$ cat src/sv/erc_pkg.sv
// ----------------------------------------------------------------------------
// erc_pkg
// Shared types, constants and modular helpers of the rotor cipher block.
// ----------------------------------------------------------------------------
`default_nettype none

package erc_pkg;

  localparam int LETTER_W   = 5;
  localparam int POS_W      = 5;
  localparam int CHOICE_W   = 3;
  localparam int TSEL_W     = 3;
  localparam int MODE_W     = 2;
  localparam int CFG_IDX_W  = 3;
  localparam int CFG_DATA_W = 5;
  // Wide enough to compare a select or choice against the rotor count + 1.
  localparam int SEL_CMP_W  = 4;

  localparam int DEF_NUM_ROTORS    = 5;
  localparam int DEF_ALPHABET_SIZE = 26;

  localparam int QUEUE_DEPTH = 4;

  typedef enum logic [MODE_W-1:0] {
    MODE_LOAD    = 2'd0,
    MODE_LETTER  = 2'd1,
    MODE_RESTART = 2'd2
  } mode_t;

  typedef enum logic [CFG_IDX_W-1:0] {
    CFG_FAST_CHOICE   = 3'd0,
    CFG_MIDDLE_CHOICE = 3'd1,
    CFG_SLOW_CHOICE   = 3'd2,
    CFG_FAST_START    = 3'd3,
    CFG_MIDDLE_START  = 3'd4,
    CFG_SLOW_START    = 3'd5
  } cfg_reg_t;

  typedef enum logic [1:0] {
    KIND_ROTOR     = 2'd0,
    KIND_REFLECTOR = 2'd1,
    KIND_PLUGBOARD = 2'd2,
    KIND_LETTER    = 2'd3
  } kind_t;

  typedef struct packed {
    kind_t                         kind;
    logic [TSEL_W-1:0]             rotor_sel;
    logic [LETTER_W-1:0]           entry_index;
    logic [LETTER_W-1:0]           entry_value;
    logic [LETTER_W-1:0]           letter;
    logic [2:0][POS_W-1:0]         pos;
    logic [2:0][CHOICE_W-1:0]      choice;
  } item_t;

  typedef struct packed {
    logic  valid;
    item_t item;
  } slot_t;

  // Both operands are below m, so one conditional subtract reduces the sum.
  function automatic logic [LETTER_W-1:0] mod_add(input logic [LETTER_W-1:0] a,
                                                  input logic [LETTER_W-1:0] b,
                                                  input int m);
    logic [LETTER_W:0] s;
    s = {1'b0, a} + {1'b0, b};
    if (s >= (LETTER_W+1)'(m)) s = s - (LETTER_W+1)'(m);
    return s[LETTER_W-1:0];
  endfunction

  function automatic logic [LETTER_W-1:0] mod_sub(input logic [LETTER_W-1:0] a,
                                                  input logic [LETTER_W-1:0] b,
                                                  input int m);
    logic [LETTER_W:0] s;
    s = {1'b0, a} + (LETTER_W+1)'(m) - {1'b0, b};
    if (s >= (LETTER_W+1)'(m)) s = s - (LETTER_W+1)'(m);
    return s[LETTER_W-1:0];
  endfunction

endpackage

`default_nettype wire

$ cat src/sv/erc_queue.sv
// ----------------------------------------------------------------------------
// erc_queue
// Short queue of classified items between the front and the back.
// ----------------------------------------------------------------------------
`default_nettype none

module erc_queue (
  input  wire logic           clk,
  input  wire logic           rst,
  input  wire erc_pkg::slot_t push,
  output      logic           full,
  output      erc_pkg::slot_t head,
  input  wire logic           pop
);

  import erc_pkg::*;

  localparam int PTR_W = $clog2(QUEUE_DEPTH);
  localparam int CNT_W = $clog2(QUEUE_DEPTH + 1);

  item_t              mem [QUEUE_DEPTH];
  logic [PTR_W-1:0]   wr_ptr;
  logic [PTR_W-1:0]   rd_ptr;
  logic [CNT_W-1:0]   count;

  assign full       = (count == CNT_W'(QUEUE_DEPTH));
  assign head.valid = (count != '0);
  assign head.item  = mem[rd_ptr];

  always_ff @(posedge clk) begin
    if (push.valid) mem[wr_ptr] <= push.item;
  end

  always_ff @(posedge clk) begin
    if (rst) begin
      wr_ptr <= '0;
      rd_ptr <= '0;
      count  <= '0;
    end else begin
      if (push.valid) begin
        wr_ptr <= (wr_ptr == PTR_W'(QUEUE_DEPTH - 1)) ? '0 : wr_ptr + 1'b1;
      end
      if (pop) begin
        rd_ptr <= (rd_ptr == PTR_W'(QUEUE_DEPTH - 1)) ? '0 : rd_ptr + 1'b1;
      end
      unique case ({push.valid, pop})
        2'b10:   count <= count + 1'b1;
        2'b01:   count <= count - 1'b1;
        default: count <= count;
      endcase
    end
  end

  a_count_range: assert property (@(posedge clk) disable iff (rst)
    count <= CNT_W'(QUEUE_DEPTH))
    else $error("queue count beyond depth");

  a_pop_nonempty: assert property (@(posedge clk) disable iff (rst)
    pop |-> (count != '0))
    else $error("pop from an empty queue");

  a_count_grows: assert property (@(posedge clk) disable iff (rst)
    (push.valid && !pop) |=> (count == CNT_W'($past(count) + 1'b1)))
    else $error("queue count did not follow a push");

endmodule

`default_nettype wire

$ cat config.mk
export PLATFORM = sky130hd
export DESIGN_NAME = erc_queue
export DESIGN_NICKNAME = d
export VERILOG_FILES = /design/src/sv/erc_pkg.sv /design/src/sv/erc_queue.sv
export SDC_FILE = /design/constraint.sdc
export NUM_CORES = 1
export LEC_CHECK = 0
export ABC_AREA = 1
export BUFFER_PORTS_ARGS = -buffer_cell sky130_fd_sc_hd__buf_2
export CORE_MARGIN = 4
export CORE_UTILIZATION = 56
export CTS_CLUSTER_SIZE = 12
export DETAILED_ROUTE_END_ITERATION = 12
export GPL_TIMING_DRIVEN = 1
export PLACE_DENSITY = 0.89
export SLEW_MARGIN = 20
export SYNTH_ARGS = -nofsm -noshare
export SYNTH_HDL_FRONTEND = slang
export SYNTH_SLANG_ARGS = --single-unit
$ cat constraint.sdc
create_clock -name clk -period 2.5 [get_ports clk]
set_input_delay 0.125 -clock clk [delete_from_list [all_inputs] [get_ports clk]]
set_output_delay 0.125 -clock clk [all_outputs]
set_load 0.02 [all_outputs]
======== Yosys cells after proc, flatten, opt, wreduce, memory -nomap -nowiden ========
Memories as Yosys holds them, arrays and structs flattened. A register that Yosys moved wholly into a read port is not among the register bits.
Cells that the tools add are included.
cells by class
  add/subtract/negate cells ............... 4
  multiply operators ...................... 0
  divide/modulo/power cells ............... 0
  magnitude comparators ................... 0
  eq/ne operators ......................... 5
  shift-type cells ........................ 0
  mux-type cells .......................... 7
  bitwise gates (word level) .............. 0
  reduce and logical (&&, ||, !) cells .... 2
operator list
  kind                   number
  $mux W2                4
  $eq A2 B2 Y1 const B   3
  $pmux W3 S2            1
  $add A2 B1 Y2 const B  2
  $add A3 B1 Y3 const B  1
  $eq A3 B3 Y1 const B   1
  $reduce_bool A3 Y1     1
  $sub A3 B1 Y3 const B  1
  $eq A2 B1 Y1 const B   1
  $mux W1                2
  $reduce_bool A2 Y1     1
storage, ports and cells
  flip-flop bits (word level) ............. 7
  latch bits .............................. 0
  bits in writable memories ............... 176
  ROM bits ................................ 0
  input port bits ......................... 48
  output and inout port bits .............. 46
  memories ................................ 1
memories
  memory  depth  width  read ports  clocked after memory_dff  write ports  RTL line         source
  mem     4      44     1           1                         1            erc_queue.sv:21  item_t mem [QUEUE_DEPTH];

======== Depth between registers and ports, before layout ========
Gate-level depths: netlist of run 1.
  word-level depth ........................ 4
  gate-level depth with buffers ........... 8

======== Worst setup path before layout of run 1 ========
Ideal clock, no wire load.
  path kind ............................... register -> register
  start ................................... register wr_ptr[0]
  end ..................................... memory mem[2][0] in the netlist's numbering (enable)
  setup time .............................. 398 ps
  arrival time ............................ 1442 ps
  required time ........................... 2102 ps
  setup slack ............................. 660 ps
  cell stages (with the launch flop) ...... 5
  path buffers ............................ 0
  period minus slack after synthesis ...... 1840 ps
  cells stage by stage .................... dfxtp_1 inv_1 ha_1 nand2_1 inv_1
RTL lines
  what                    RTL line         source
  start, declared         erc_queue.sv:22  logic [PTR_W-1:0] wr_ptr;
  start signal, assigned  erc_queue.sv:41  wr_ptr <= (wr_ptr == PTR_W'(QUEUE_DEPTH - 1)) ? '0 : wr_ptr + 1'b1;
  end, declared           erc_queue.sv:21
No word-level cell before the write port.

==> impl_results.md, run 1 <==
- Mapped cell area: 7070 um2
- Dpl cells: 726
- Max Slew Vio Count: 0
- Tcrit/Tclk final: 93.2%
- HP Class: in2reg
- Crit path largest cell delay: 0.57 ns
- First-pass GRT wire length: 24.2 mm
- Area leader, netlist: edfxtp_1
- Gate Count Post-Synth: 486
- Largest net degree at the start of global routing: 89
- Pwr dens: 801 nW/um2
- Critical-path cell list: inv_2 > o21ai_0 > o22ai_1 > buf_2
- Slowest cell on crit path: inv_2
- Synth top area cells: edfxtp_1 (75%), o21ai_0 (5.9%), nor2_1 (4.7%), o22ai_1 (3.0%), dfxtp_1 (2.5%)
- DRT Pass-1 Iters: 5
- Postcts setup bufs: 0
- Maximum VDD drop: 0.662 mV
- Netlist cell types: 24
- Final Hold Fails: 0
- Number of nets in the layout: 678
- Worst-margin pin slew: 0.726 ns
- IO Count: 94
- RSZ-0062 raised after global routing: false
- Most common cell after layout, fill and taps aside: edfxtp_1
- Final setup viols: 0
- Clock Pin Slew Worst Setup and Hold Paths: 0.06 ns
- Complex-gate fraction of the synthesized area: 11.4%
- Row count: 40
- Clock period minus final worst setup slack: 2.33 ns
- Arrival @ worst endpoint: 2.21 ns
- Status: finished clean
- Total inserted antenna cells: 0
- DP HPWL: 8.55 mm
- Final core occ: 71.2%
- Post-cts gate resize count: 0
- Core box area: 12200 um2
- Initial antenna violation count: 0
- CP required: 2.38 ns
- Syn_area_per_cell: 14.6 um2
- Sequential cell area: 5470 um2
- Yosys top cell area share: 74.7%
- DRT iter0 DRCs: 561
- CTS Root Cell: clkbuf_16
- Sequential share of the synthesized area: 77.3%
- Syn. warnings: 0
- Max Clock Freq: 429 MHz
- H-tree depth: 4
- Drt wl/cell: 19.1 um
- Finished Layout Cells: 804
- Die width: 120 um
- CP Class: reg2out
- CP startpoint kind: register
- Vias per cell: 5.67
- DR vias: 4555
- Main combinational cell family by area after synthesis: compound AO/OA/AOI/OAI gates
- Static Leak: 3.13 nW
- GRT overflow: 0
- Cts hold-fix bufs: 46
- Share of cells above drive strength 1: 24.8%
- Worst-Skew Late Latency: 0.43 ns
- Multi-input gate area: 1370 um2
- GP Congestion: 0.749
- Most frequent cells in the layout: edfxtp_1 (176), buf_2 (93), nor2_1 (89)
- CP max FO: 44
- Multiplexer share of the synthesized area: 0%
- DIE AREA: 14500 um2
- XOR/XNOR Fraction of Synth Area: 0.248%
- Fillers: 777
- Clk sinks: 185
- Remaining DRCs: 0
- Mapped Nets: 541
- I/O Buffers: 93
- Crit end category: output pin
- CTS max path bufs: 2
- Die span in y: 120 um
- Layout area overhead: 22.9%
- Fin Clk Skew: 0.0120 ns
- Slew HR: 51.5%
- MaxCap Viol Count: 0
- Tot GR Track Use: 21.8%
- Vias in the first global route: 4725
- #FFs+latches synth: 185
- Synth Area in Adders: 1.34%
- Initial Util: 57.9%
- Final WL: 15.3 mm
- TritonCTS buffer count: 17
- Simple-Gate Fraction of Synth Area: 6.42%
- Antenna Nets Post-Route: 0
- CTS tree: done
- Setup_tns: 0 ns
[Yosys cell counts]
| library cell | number |
|---|---|
| xnor2_1 | 1 |
| o22ai_2 | 10 |
| nand2_1 | 11 |
| nor2_1 | 89 |
| o21ai_1 | 7 |
| fa_1 | 1 |
| o22ai_1 | 34 |
| buf_8 | 2 |
| inv_6 | 1 |
| inv_2 | 1 |
| nor3_1 | 2 |
| ha_1 | 6 |
| buf_6 | 3 |
| nand4_1 | 1 |
| buf_4 | 1 |
| o21ai_0 | 84 |
| xor2_1 | 1 |
| nor2_2 | 10 |
| dfxtp_1 | 9 |
| edfxtp_1 | 176 |
| a21oi_1 | 2 |
| clkbuf_2 | 3 |
| buf_2 | 18 |
| inv_1 | 13 |
[power breakdown]
group	internal (mW)	leakage (nW)	switching, mW
sequential	3.56	1.69	0.0547
clock	1.37	0.269	1.12
combinational	0.292	1.17	0.571
[registers in the layout (all words and copies together), names as in the netlist, named ones only]
name and cells:
count 3, mem 176, wr_ptr 2, rd_ptr 2
[critical path, delay by kind of cell, from the launching register on]
kind	cells	cell delay [ns]
buffers and inverters	2	0.80
AOI/OAI and AO/OA	2	0.52
DFF	1	0.44
[per-stage QoR]
stage	hold WS (ns)	instance area, um2	setup WS (ns)	power (mW)
detailed placement	0.342	7680	0.632	4.48
global placement	0.335	7680	0.744	4.44
finish	0.0584	8700	0.170	6.96
global route	0.0564	8700	0.0669	7.21
CTS	0.0313	8700	0.185	7.00
floorplan	0.197	7070	0.660	4.17
[layout make-up]
| class | count | share of cell area (%) |
|---|---|---|
| clock inverters | 15 | 1.47 |
| clock buffers | 17 | 4.89 |
| inverters | 15 | 0.705 |
| repair buffers | 145 | 11.9 |
| well taps | 168 | 2.42 |
| flip-flops and latches | 185 | 62.9 |
| multi-input cells | 259 | 15.8 |
[layer usage]
metal | track usage (%) | routed length (um) | vias to the layer above
met4 | 8.14 | 222 | 0
met5 | 0 | 0 | -
li1 | - | - | 2082
met3 | 4.54 | 926 | 17
met1 | 27.2 | 6080 | 2261
met2 | 37.9 | 8090 | 195
[cell families after synthesis]
kind of cell               count (synthesis)
and+or+nand+nor                          113
AOI/OAI and AO/OA                        137
xor gates and xnor gates                   2
adders and majority gates                  7
buffers and inverters                     42
DFF                                      185
[path summary, 6_finish.rpt]
check,from,endpoint,slack (ns),cells past startpoint
max,register,head[32],0.17,4
min,push[44],wr_ptr[0],0.06,3
max reg2reg,wr_ptr[0],mem[1][36],0.76,4
min reg2reg,rd_ptr[0],register,0.51,2
Power figures use the tool's default switching activity.
==> run 2, diff against run 1 <==
Settings changed: CORE_ASPECT_RATIO from default to 0.8, CORE_MARGIN 4 to default, CORE_UTILIZATION 56 to 45, PLACE_DENSITY 0.89 to 0.76.
==> run 2 against run 1 <==
  * Via count decreased by 3.6%
  * Combinational power decreased by 1%
  * Final cell count increased by 5.0%
  * Count of clock-buffer cells in the layout unchanged
  * Critical endpoint is now head[33]
  * Wire length decreased by 3.3%
  * Flip-flop and latch count unchanged
  * Setup slack improved by 0.026 ns
  * Critical path depth unchanged
  * Clock skew decreased by 0.0060 ns
  * Maximum frequency increased by 1.1%
  * Global-route usage decreased by 2.6 points
  * Clock power increased by 5%
==> impl_results.md, run 2 (synthesized netlist as in run 1, its figures left out) <==
- GRT overflow: 0
- Clock period minus final worst setup slack: 2.30 ns
- I/O Buffers: 93
- Crit end category: output pin
- CP required: 2.38 ns
- First-pass GRT wire length: 23.0 mm
- Clock Pin Slew Worst Setup and Hold Paths: 0.06 ns
- Worst Reg-to-Reg Cells: 5
- Largest regs: mem: 176 flops, count: 3 flops
- Postcts setup bufs: 0
- CP Class: reg2out
- Core box area: 15200 um2
- Antenna Nets Post-Route: 0
- Final hold slack: 0.0699 ns
- Share of cells above drive strength 1: 24.4%
- Maximum VDD drop: 0.513 mV
- CTS max path bufs: 2
- DRT Pass-1 Iters: 5
- Worst-margin pin slew: 0.767 ns
- CP max FO: 88
- Tot GR Track Use: 19.2%
- Max Clock Freq: 434 MHz
- GR Layer Usage met2: 31.5%
- Slew HR: 48.8%
- RSZ-0062 raised after global routing: false
- GP Congestion: 0.749
- Post-cts gate resize count: 0
- Most common cell after layout, fill and taps aside: edfxtp_1
- CP startpoint kind: register
- Status: finished clean
- Row count: 40
- Fillers: 1147
- Max Slew Vio Count: 0
- Setup_tns: 0 ns
- Tcrit/Tclk final: 92.2%
- DIE AREA: 16200 um2
- CTS tree: done
- Initial antenna violation count: 1
- DR vias: 4392
- Die width: 142 um
- Initial Util: 46.6%
- Biggest register: mem
- Vias per cell: 5.20
- Fin Clk Skew: 0.00607 ns
- Drt wl/cell: 17.5 um
- Layout area overhead: 24.0%
- Largest register FFs: 176
- IO Count: 94
- Grt peak-use layer: met2
- Arrival @ worst endpoint: 2.18 ns
- Multi-input gate area: 1370 um2
- Static Leak: 3.14 nW
- Final Hold Fails: 0
- HP Class: in2reg
- Hold path depth: 3
- Pwr dens: 808 nW/um2
- TritonCTS buffer count: 17
- Number of nets in the layout: 679
- Die span in y: 114 um
- DP HPWL: 8.45 mm
- GR Util met1: 25.4%
- GR Util met3: 4.73%
- Total inserted antenna cells: 0
- Worst-Skew Late Latency: 0.42 ns
- Sequential cell area: 5470 um2
- Final core occ: 57.8%
- Final WL: 14.8 mm
- Vias in the first global route: 4341
- Final total power: 7.09 mW
- MaxCap Viol Count: 0
- Most frequent cells in the layout: edfxtp_1 (176), buf_2 (93), nor2_1 (89)
- Final setup viols: 0
- CTS Root Cell: clkbuf_16
- Largest net degree at the start of global routing: 89
- DRT iter0 DRCs: 282
- Remaining DRCs: 0
- Clk sinks: 185
- H-tree depth: 4
-- run 2: power breakdown --
group	internal (mW)	total, mW	switching, mW
combinational	0.290	0.853	0.563
clock	1.56	2.62	1.07
sequential	3.56	3.61	0.0571
total	5.40	7.09	1.69
-- run 2: critical path: stages (launching register included) --
cell and delay (ns):
dfxtp_4 0.47, inv_6 0.52, o21ai_0 0.17, o22ai_1 0.30, buf_2 0.23
-- run 2: layer usage --
layer	wire length (um)	vias up
li1	-	2079
met1	6410	2127
met2	7180	168
met3	1040	16
met4	167	2
met5	13	-
-- run 2: path summary, 6_finish.rpt --
path	from	to	slack [ns]
worst min register to register	count[2]	count[2]	0.51
worst max-delay path	register	head[33]	0.20
worst max register to register	wr_ptr[0]	mem[0][2]	0.83
worst min-delay path	push[44]	wr_ptr[1]	0.07
-- run 2: through the flow --
step	std cells	instance area, um2	worst slack (ns)
2_1_floorplan	486	7070	0.660
3_3_place_gp	769	7730	0.759
3_5_place_dp	769	7730	0.709
4_1_cts	844	8770	0.247
5_1_grt	844	8770	0.0622
6_report	844	8770	0.195
-- run 2: layout make-up --
cell class	instances	share of cell area [%]
clock buffer	17	4.85
clock inverter	12	1.74
multi-input combinational	259	15.6
tap	210	3.00
sequential	185	62.4
inverter	15	0.699
timing repair buffer	146	11.7
-- run 2: repair_timing --
| action | CTS | global route |
|---|---|---|
| endpoints found under the hold margin | 180 | 0 |
| endpoints found under the setup margin | 0 | 0 |
| hold buffers | 46 | 0 |
