$ cat src/sv/erc_pkg.sv
// ----------------------------------------------------------------------------
// erc_pkg
// Shared types, constants and modular helpers of the rotor cipher block.
// ----------------------------------------------------------------------------
`default_nettype none

package erc_pkg;

  localparam int LETTER_W   = 5;
  localparam int POS_W      = 5;
  localparam int CHOICE_W   = 3;
  localparam int TSEL_W     = 3;
  localparam int MODE_W     = 2;
  localparam int CFG_IDX_W  = 3;
  localparam int CFG_DATA_W = 5;
  // Wide enough to compare a select or choice against the rotor count + 1.
  localparam int SEL_CMP_W  = 4;

  localparam int DEF_NUM_ROTORS    = 5;
  localparam int DEF_ALPHABET_SIZE = 26;

  localparam int QUEUE_DEPTH = 4;

  typedef enum logic [MODE_W-1:0] {
    MODE_LOAD    = 2'd0,
    MODE_LETTER  = 2'd1,
    MODE_RESTART = 2'd2
  } mode_t;

  typedef enum logic [CFG_IDX_W-1:0] {
    CFG_FAST_CHOICE   = 3'd0,
    CFG_MIDDLE_CHOICE = 3'd1,
    CFG_SLOW_CHOICE   = 3'd2,
    CFG_FAST_START    = 3'd3,
    CFG_MIDDLE_START  = 3'd4,
    CFG_SLOW_START    = 3'd5
  } cfg_reg_t;

  typedef enum logic [1:0] {
    KIND_ROTOR     = 2'd0,
    KIND_REFLECTOR = 2'd1,
    KIND_PLUGBOARD = 2'd2,
    KIND_LETTER    = 2'd3
  } kind_t;

  typedef struct packed {
    kind_t                         kind;
    logic [TSEL_W-1:0]             rotor_sel;
    logic [LETTER_W-1:0]           entry_index;
    logic [LETTER_W-1:0]           entry_value;
    logic [LETTER_W-1:0]           letter;
    logic [2:0][POS_W-1:0]         pos;
    logic [2:0][CHOICE_W-1:0]      choice;
  } item_t;

  typedef struct packed {
    logic  valid;
    item_t item;
  } slot_t;

  // Both operands are below m, so one conditional subtract reduces the sum.
  function automatic logic [LETTER_W-1:0] mod_add(input logic [LETTER_W-1:0] a,
                                                  input logic [LETTER_W-1:0] b,
                                                  input int m);
    logic [LETTER_W:0] s;
    s = {1'b0, a} + {1'b0, b};
    if (s >= (LETTER_W+1)'(m)) s = s - (LETTER_W+1)'(m);
    return s[LETTER_W-1:0];
  endfunction

  function automatic logic [LETTER_W-1:0] mod_sub(input logic [LETTER_W-1:0] a,
                                                  input logic [LETTER_W-1:0] b,
                                                  input int m);
    logic [LETTER_W:0] s;
    s = {1'b0, a} + (LETTER_W+1)'(m) - {1'b0, b};
    if (s >= (LETTER_W+1)'(m)) s = s - (LETTER_W+1)'(m);
    return s[LETTER_W-1:0];
  endfunction

endpackage

`default_nettype wire

$ cat src/sv/erc_front.sv
// ----------------------------------------------------------------------------
// erc_front
// Accepts items, classifies them, owns the rotor positions and the settings.
// ----------------------------------------------------------------------------
`default_nettype none

module erc_front #(
  parameter int NUM_ROTORS    = erc_pkg::DEF_NUM_ROTORS,
  parameter int ALPHABET_SIZE = erc_pkg::DEF_ALPHABET_SIZE
) (
  input  wire logic                          clk,
  input  wire logic                          rst,
  input  wire logic                          in_valid,
  output      logic                          in_stall,
  input  wire logic [erc_pkg::MODE_W-1:0]    mode,
  input  wire logic [erc_pkg::TSEL_W-1:0]    table_select,
  input  wire logic [erc_pkg::LETTER_W-1:0]  entry_index,
  input  wire logic [erc_pkg::LETTER_W-1:0]  entry_value,
  input  wire logic [erc_pkg::LETTER_W-1:0]  letter,
  input  wire logic                          cfg_we,
  input  wire logic [erc_pkg::CFG_IDX_W-1:0] cfg_index,
  input  wire logic [erc_pkg::CFG_DATA_W-1:0] cfg_data,
  input  wire logic                          full,
  output      erc_pkg::slot_t                push
);

  import erc_pkg::*;

  localparam int LUT_N = 1 << LETTER_W;

  logic                accept;
  logic [CHOICE_W-1:0] choice [3];
  logic [POS_W-1:0]    start [3];
  logic [POS_W-1:0]    pos [3];
  logic [POS_W-1:0]    pos_next [3];
  logic [CHOICE_W-1:0] sat_choice [3];
  logic [LETTER_W-1:0] mod_lut [LUT_N];
  logic                load_ok;
  logic                wrap0;
  logic                wrap1;

  // Reduction of any 5-bit value modulo the alphabet size.
  for (genvar i = 0; i < LUT_N; i++) begin : g_lut
    localparam int R = i % ALPHABET_SIZE;
    assign mod_lut[i] = LETTER_W'(R);
  end

  assign in_stall = full;
  assign accept   = in_valid && !full;

  always_ff @(posedge clk) begin
    if (rst) begin
      choice[0] <= CHOICE_W'(0);
      choice[1] <= CHOICE_W'(1);
      choice[2] <= CHOICE_W'(2);
      start[0]  <= '0;
      start[1]  <= '0;
      start[2]  <= '0;
    end else if (cfg_we) begin
      unique case (cfg_reg_t'(cfg_index))
        CFG_FAST_CHOICE:   choice[0] <= cfg_data[CHOICE_W-1:0];
        CFG_MIDDLE_CHOICE: choice[1] <= cfg_data[CHOICE_W-1:0];
        CFG_SLOW_CHOICE:   choice[2] <= cfg_data[CHOICE_W-1:0];
        CFG_FAST_START:    start[0]  <= cfg_data[POS_W-1:0];
        CFG_MIDDLE_START:  start[1]  <= cfg_data[POS_W-1:0];
        CFG_SLOW_START:    start[2]  <= cfg_data[POS_W-1:0];
        default: ;
      endcase
    end
  end

  always_comb begin
    for (int i = 0; i < 3; i++) begin
      sat_choice[i] = ({1'b0, choice[i]} >= SEL_CMP_W'(NUM_ROTORS)) ?
                      CHOICE_W'(NUM_ROTORS - 1) : choice[i];
    end
  end

  // Odometer stepping: fast always, carries ripple on wrap to zero.
  assign wrap0 = (pos[0] == POS_W'(ALPHABET_SIZE - 1));
  assign wrap1 = (pos[1] == POS_W'(ALPHABET_SIZE - 1));

  always_comb begin
    pos_next[0] = wrap0 ? '0 : pos[0] + 1'b1;
    pos_next[1] = pos[1];
    pos_next[2] = pos[2];
    if (wrap0) begin
      pos_next[1] = wrap1 ? '0 : pos[1] + 1'b1;
      if (wrap1) begin
        pos_next[2] = (pos[2] == POS_W'(ALPHABET_SIZE - 1)) ? '0 : pos[2] + 1'b1;
      end
    end
  end

  always_ff @(posedge clk) begin
    if (rst) begin
      pos[0] <= '0;
      pos[1] <= '0;
      pos[2] <= '0;
    end else if (accept) begin
      unique case (mode_t'(mode))
        MODE_LETTER: begin
          pos <= pos_next;
        end
        MODE_RESTART: begin
          pos[0] <= mod_lut[start[0]];
          pos[1] <= mod_lut[start[1]];
          pos[2] <= mod_lut[start[2]];
        end
        default: ;
      endcase
    end
  end

  assign load_ok = ({1'b0, entry_index} < (LETTER_W+1)'(ALPHABET_SIZE)) &&
                   ({1'b0, entry_value} < (LETTER_W+1)'(ALPHABET_SIZE));

  always_comb begin
    push.valid            = 1'b0;
    push.item             = '0;
    push.item.rotor_sel   = table_select;
    push.item.entry_index = entry_index;
    push.item.entry_value = entry_value;
    push.item.letter      = mod_lut[letter];
    for (int i = 0; i < 3; i++) begin
      push.item.pos[i]    = pos[i];
      push.item.choice[i] = sat_choice[i];
    end
    unique case (mode_t'(mode))
      MODE_LOAD: begin
        priority if (!load_ok) begin
          push.valid = 1'b0;
        end else if ({1'b0, table_select} < SEL_CMP_W'(NUM_ROTORS)) begin
          push.valid     = 1'b1;
          push.item.kind = KIND_ROTOR;
        end else if ({1'b0, table_select} == SEL_CMP_W'(NUM_ROTORS)) begin
          push.valid     = 1'b1;
          push.item.kind = KIND_REFLECTOR;
        end else if ({1'b0, table_select} == SEL_CMP_W'(NUM_ROTORS + 1)) begin
          push.valid     = 1'b1;
          push.item.kind = KIND_PLUGBOARD;
        end else begin
          push.valid = 1'b0;
        end
      end
      MODE_LETTER: begin
        push.valid     = 1'b1;
        push.item.kind = KIND_LETTER;
      end
      default: ;
    endcase
    push.valid = push.valid && accept;
  end

  a_letter_pushed: assert property (@(posedge clk) disable iff (rst)
    (accept && mode == MODE_LETTER) |-> push.valid)
    else $error("accepted letter item was not queued");

  a_push_not_full: assert property (@(posedge clk) disable iff (rst)
    push.valid |-> !full)
    else $error("item pushed into a full queue");

  a_pos_range: assert property (@(posedge clk) disable iff (rst)
    ({1'b0, pos[0]} < (POS_W+1)'(ALPHABET_SIZE)) &&
    ({1'b0, pos[1]} < (POS_W+1)'(ALPHABET_SIZE)) &&
    ({1'b0, pos[2]} < (POS_W+1)'(ALPHABET_SIZE)))
    else $error("rotor position outside the alphabet");

endmodule

`default_nettype wire

$ cat config.mk
export PLATFORM = sky130hd
export DESIGN_NAME = erc_front
export DESIGN_NICKNAME = d
export VERILOG_FILES = /design/src/sv/erc_pkg.sv /design/src/sv/erc_front.sv
export SDC_FILE = /design/constraint.sdc
export NUM_CORES = 1
export LEC_CHECK = 0
export BUFFER_PORTS_ARGS = -buffer_cell sky130_fd_sc_hd__buf_4
export CORE_ASPECT_RATIO = 1.5
export CORE_UTILIZATION = 40
export DETAILED_ROUTE_END_ITERATION = 10
export PLACE_DENSITY = 0.74
export SLEW_MARGIN = 20
export SYNTH_ARGS = -nofsm -noshare
export SYNTH_HDL_FRONTEND = slang
export SYNTH_SLANG_ARGS = --single-unit
$ cat constraint.sdc
create_clock -name clk -period 1.6 [get_ports clk]
set_input_delay 0.32 -clock clk [delete_from_list [all_inputs] [get_ports clk]]
set_output_delay 0.32 -clock clk [all_outputs]
set_load 0.01 [all_outputs]
### Word level (Yosys, flattened, before mapping)

Memory sizes are Yosys's and may differ from the RTL's.
Cells that the tools add are included.

| storage, ports and cells | value |
|---|---|
| register bits | 15 |
| bits in writable memories | 24 |
| bits in read-only memories | 640 |
| bits of input ports | 33 |
| output and inout port bits | 46 |
| word-level logic and storage cells | 112 |
| memories | 6 |

| cells by class | value |
|---|---|
| $add $sub $neg | 3 |
| $lt $le $gt $ge | 10 |
| equal/unequal tests | 14 |
| muxes and demuxes | 56 |
| bitwise operators | 10 |
| reduce and logical (&&, ||, !) cells | 10 |

Memory list:

| name | depth | bits a word | read ports | clocked after memory_dff | wr ports | line | source |
|---|---|---|---|---|---|---|---|
| (name not given) | 32 | 5 | 1 | 0 | 0 | erc_front.sv:124 | `push.item.letter = mod_lut[letter];` |
| (name not given) | 32 | 5 | 1 | 0 | 0 | erc_front.sv:108 | `pos[2] <= mod_lut[start[2]];` |
| (name not given) | 32 | 5 | 1 | 0 | 0 | erc_front.sv:107 | `pos[1] <= mod_lut[start[1]];` |
| (name not given) | 32 | 5 | 1 | 0 | 0 | erc_front.sv:106 | `pos[0] <= mod_lut[start[0]];` |
| start | 3 | 5 | 3 | 0 | 3 | erc_front.sv:33 | `logic [POS_W-1:0] start [3];` |
| choice | 3 | 3 | 3 | 0 | 3 | erc_front.sv:32 | `logic [CHOICE_W-1:0] choice [3];` |

Operators by type and width:

| kind | number |
|---|---|
| $mux W5 | 15 |
| $pmux W15 S2 | 1 |
| $mux W1 | 28 |
| $ge A6 B6 Y1 const B | 4 |
| $mux W3 | 8 |
| $not A5 Y6 | 4 |
| $add A5 B1 Y5 const B | 3 |
| $eq A5 B5 Y1 const B | 3 |
| $eq A3 B3 Y1 const B | 4 |
| $lt A5 B5 Y1 const B | 2 |
| $mux W10 | 1 |
| $ge A3 B3 Y1 const B | 3 |
| $eq A3 B2 Y1 const B | 2 |
| $or A1 B1 Y1 | 6 |
| $pmux W3 S2 | 1 |
| $mux W2 | 2 |
| $ne A2 B2 Y1 const B | 2 |
| $reduce_and A4 Y1 | 1 |
| $eq A3 B1 Y1 const B | 1 |
| $logic_and A1 B1 Y1 | 3 |
| $logic_not A3 Y1 | 1 |
| $lt A3 B3 Y1 const B | 1 |
| $reduce_and A3 Y1 | 1 |
| $eq A2 B1 Y1 const B | 1 |
| other kinds (5) | 5 |

### Depth between registers and ports, before layout

| logic depth | value |
|---|---|
| word-level depth | 7 |
| depth in mapped cells | 8 |
| mapped depth without buffers | 6 |

### Least setup slack after synthesis

Ideal clock, no wire load.

| path | value |
|---|---|
| path type | register to register |
| start point | reg pos, in the netlist push[10] |
| end point | reg pos, in the netlist push[18] |
| library setup time | 0.119 ns |
| data arrival time | 1.420 ns |
| data required time | 1.481 ns |
| setup slack | 0.062 ns |
| cell stages (with the launch flop) | 7 |
| path buffers | 1 |
| period minus slack after synthesis | 1.538 ns |
| path through | dfxtp_1 -> inv_1 -> ha_1 -> and4b_1 -> buf_6 -> o21a_4 -> o221a_2 |

| on the way | value |
|---|---|
| cells in the longest elaborated chain, start to end | 3 |

Ends and longest elaborated chain:

| item | line | source |
|---|---|---|
| from (decl) | erc_front.sv:34 | `logic [POS_W-1:0] pos [3];` |
| from (signal assigned) | erc_front.sv:103 | `pos <= pos_next;` |
| $eq A5 B5 Y1 | erc_front.sv:80 | `assign wrap0 = (pos[0] == POS_W'(ALPHABET_SIZE - 1));` |
| $ne A2 B2 Y1 (no source line) | - |  |
| $reduce_and A3 Y1 (no source line) | - |  |

No other way between the ends.
A chain may end at the register's enable or synchronous reset.

==> key figures <==
Layout
  • Post-layout net count: 363
  • # fillers: 490
  • Synthesis-to-layout area growth: 34.8%
  • Layout cells sized above 1: 38.5%
  • # diodes: 0
  • Finished Core Util: 56.9%

Setup path
  • CP Max Fanout: 3
  • Worst Setup End Kind: output pin
  • CP Data Required Time: 1.28 ns
  • Slowest CP cell: o31ai_1
  • Max incr delay on CP: 0.26 ns
  • Setup crit start kind: input port
  • CP Cell Sequence: buf_4 > o211ai_1 > nand3_2 > o31ai_1 > buf_4
  • CP bufs+invs: 2
  • Cell family with most CP delay: compound AO/OA/AOI/OAI gates
  • Critical path type: in2out
  • Most common cell on crit path: buf_4
  • Critical path arrival: 1.20 ns

Yosys
  • Top cells by area, synth: edfxtp_1 31%, dfxtp_1 13%, o21ai_0 5.1%
  • Synth warn: 0
  • Most area-hungry cell type in the Yosys netlist: edfxtp_1
  • Synth Flop Type: edfxtp_1
  • Sequential-to-total area share from yosys stat: 43.4%
  • Post-Syn Nets: 286
  • Netlist cell types: 44
  • #FFs+latches synth: 39
  • Netlist Area Pre-Place: 2350 µm²
  • Synth top area share: 30.6%
  • Async SR Flop Fraction: 0%
  • Top post-synthesis cells by count: 24 x edfxtp_1, 24 x o21ai_0, 15 x buf_4, 15 x dfxtp_1, 15 x nand2_1
  • EDFF count, synth: 24
  • Synth Instances: 244
  • Avg Inst Size Synth: 9.65 µm²

Timing
  • Worst Skew: 0.00428 ns
  • Hold slack: 0.309 ns
  • Count of pins over their slew limit: 0
  • RSZ-0062 raised after global routing: no
  • Slew @ Worst Pin: 0.650 ns
  • Fin crit share: 95.2%
  • Relative slew slack: 56.2%
  • Final hold viol count: 0
  • Max Fclk: 0.657 GHz
  • Minimum clock period: 1.52 ns
  • Final setup vio count: 0

Global route
  • Pin count of the biggest net entering global routing: 38
  • Initial antenna violation count: 0
  • Vias in the first global route: 1934
  • Total Routing Usage GR: 17.0%
  • First-pass GRT wire length: 8220 µm
  • Overflow after GRT: 0

Pwr
  • Peak supply drop: 0.000489 V
  • Leak: 1.33 nW
  • P per Cell Area: 767 nW/µm²

Clock network
  • H-tree lvl count: 2
  • Clk sinks: 39
  • CTS Root Cell: clkbuf_8
  • Post-CTS setup repair buffer count: 0
  • CTS tree: built
  • Max clock buf depth: 2
  • Insertion delay to the later sink of the worst-skew pair: 0.29 ns
  • CTS Buf Count: 5
  • Reg clk slew, reported paths: 0.08 ns

Routing
  • Via count: 2129
  • Vias per cell: 5.43
  • Initial DRT Pass Iterations: 4
  • Antenna-violating nets left: 0
  • Wire per inst: 13.1 µm
  • DR DRC count: 0
  • Wirelength, routed: 5130 µm
  • Starting DRT DRC Count: 93

Die
  • Overall die area: 6200 µm²
  • Row count: 33
  • Die Y: 96.0 µm
  • Die width: 64.6 µm
  • Initial Util: 42.2%
  • Ports: 79
  • Core outline area: 5570 µm²

Placed design
  • IO Port Bufs: 72
  • Detail Placement HPWL: 3950 µm
  • Routability congestion estimate: 0.814

Status
  • Outcome: complete, no violations

Hold path
  • Hold Path Class: in2reg

Flow run
  • Max-cap violations: 0
[cell families (layout without fill, tap and decap cells)]
kind of cell	count (synthesis)	count (layout)	synth area share, %
AO/OA/AOI/OAI	73	73	21.3
adder cells (fa/ha/maj)	9	9	4.78
buffers and inverters	36	114	8.93
flip-flops	39	39	43.4
multiplexers	3	3	1.43
AND/OR/NAND/NOR	84	84	20.2
[flip-flops by register name, summed over array words and instances, names as in the netlist]
signal and flops:
choice 9, start 15, push 15
[timing repair]
| action | 4_1_cts | 5_1_grt |
|---|---|---|
| hold buffers | 0 | 0 |
| endpoints found under the setup margin | 0 | 14 |
| gates resized for setup | 0 | 13 |
[cell type report]
type,count,area (µm²),share of cell area (%)
clock buffer,5,68.8,2.17
clock inverter,3,42.5,1.34
inverter,9,33.8,1.06
multi-input combinational,169,1160,36.7
sequential,39,1020,32.2
tap,70,87.6,2.76
timing repair buffer,97,753,23.7
[through the flow]
step	setup slack, ns	TNS (ns)	total power, mW	std cells	area (µm²)
after global placement	-0.0209	-0.0455	1.62	384	3020
after CTS	0.000577	0	2.44	392	3130
final	0.0771	0	2.44	392	3170
after global routing	0.00904	0	2.53	392	3170
after detailed placement	-0.0730	-0.143	1.62	384	3020
after floorplan	0.0616	0	1.41	244	2350
[routing by layer]
metal	global-route usage [%]	wire length, µm	vias to the layer above
li1	-	-	1044
met1	15.9	1920	1003
met2	34.7	2830	75
met3	3.44	305	7
met4	7.22	76	0
met5	0	0	-
[where the power goes]
group,internal [mW],switching [mW]
clock network,0.465,0.360
logic,0.236,0.208
registers,1.13,0.0389
[cells in the final DEF (no fill, tap or decap), types with 3 or more instances in the layout]
| cell | Yosys | final |
|---|---|---|
| buf_4 | 15 | 95 |
| edfxtp_1 | 24 | 24 |
| o21ai_0 | 24 | 23 |
| nand2_1 | 15 | 15 |
| dfxtp_1 | 15 | 14 |
| a21oi_1 | 13 | 13 |
| nor2b_1 | 11 | 11 |
| nor3_1 | 10 | 9 |
| ha_1 | 9 | 9 |
| inv_1 | 9 | 8 |
| and2_1 | 8 | 8 |
| nand3_1 | 9 | 8 |
| nor2_1 | 8 | 7 |
| o211ai_1 | 6 | 6 |
| o31ai_1 | 6 | 6 |
| clkbuf_8 | 0 | 5 |
| a21boi_0 | 4 | 4 |
| nand2b_1 | 4 | 4 |
| nor3b_1 | 4 | 4 |
| and3_1 | 4 | 4 |
| mux2_2 | 3 | 3 |
| a211oi_1 | 4 | 3 |
[final timing paths]
path                                             from  slack, ns                          to  depth (start not counted)
worst min-delay path                      cfg_data[1]       0.31  choice[0][7]$_SDFFCE_PP1P_                          2
worst max-delay path                   entry_value[1]       0.08                    push[43]                          5
worst min register to register  push[13]$_SDFFE_PP0P_       0.52       push[13]$_SDFFE_PP0P_                          2
worst max register to register  push[10]$_SDFFE_PP0P_       0.09       push[11]$_SDFFE_PP0P_                          7
(Power assumes the default switching activity.)
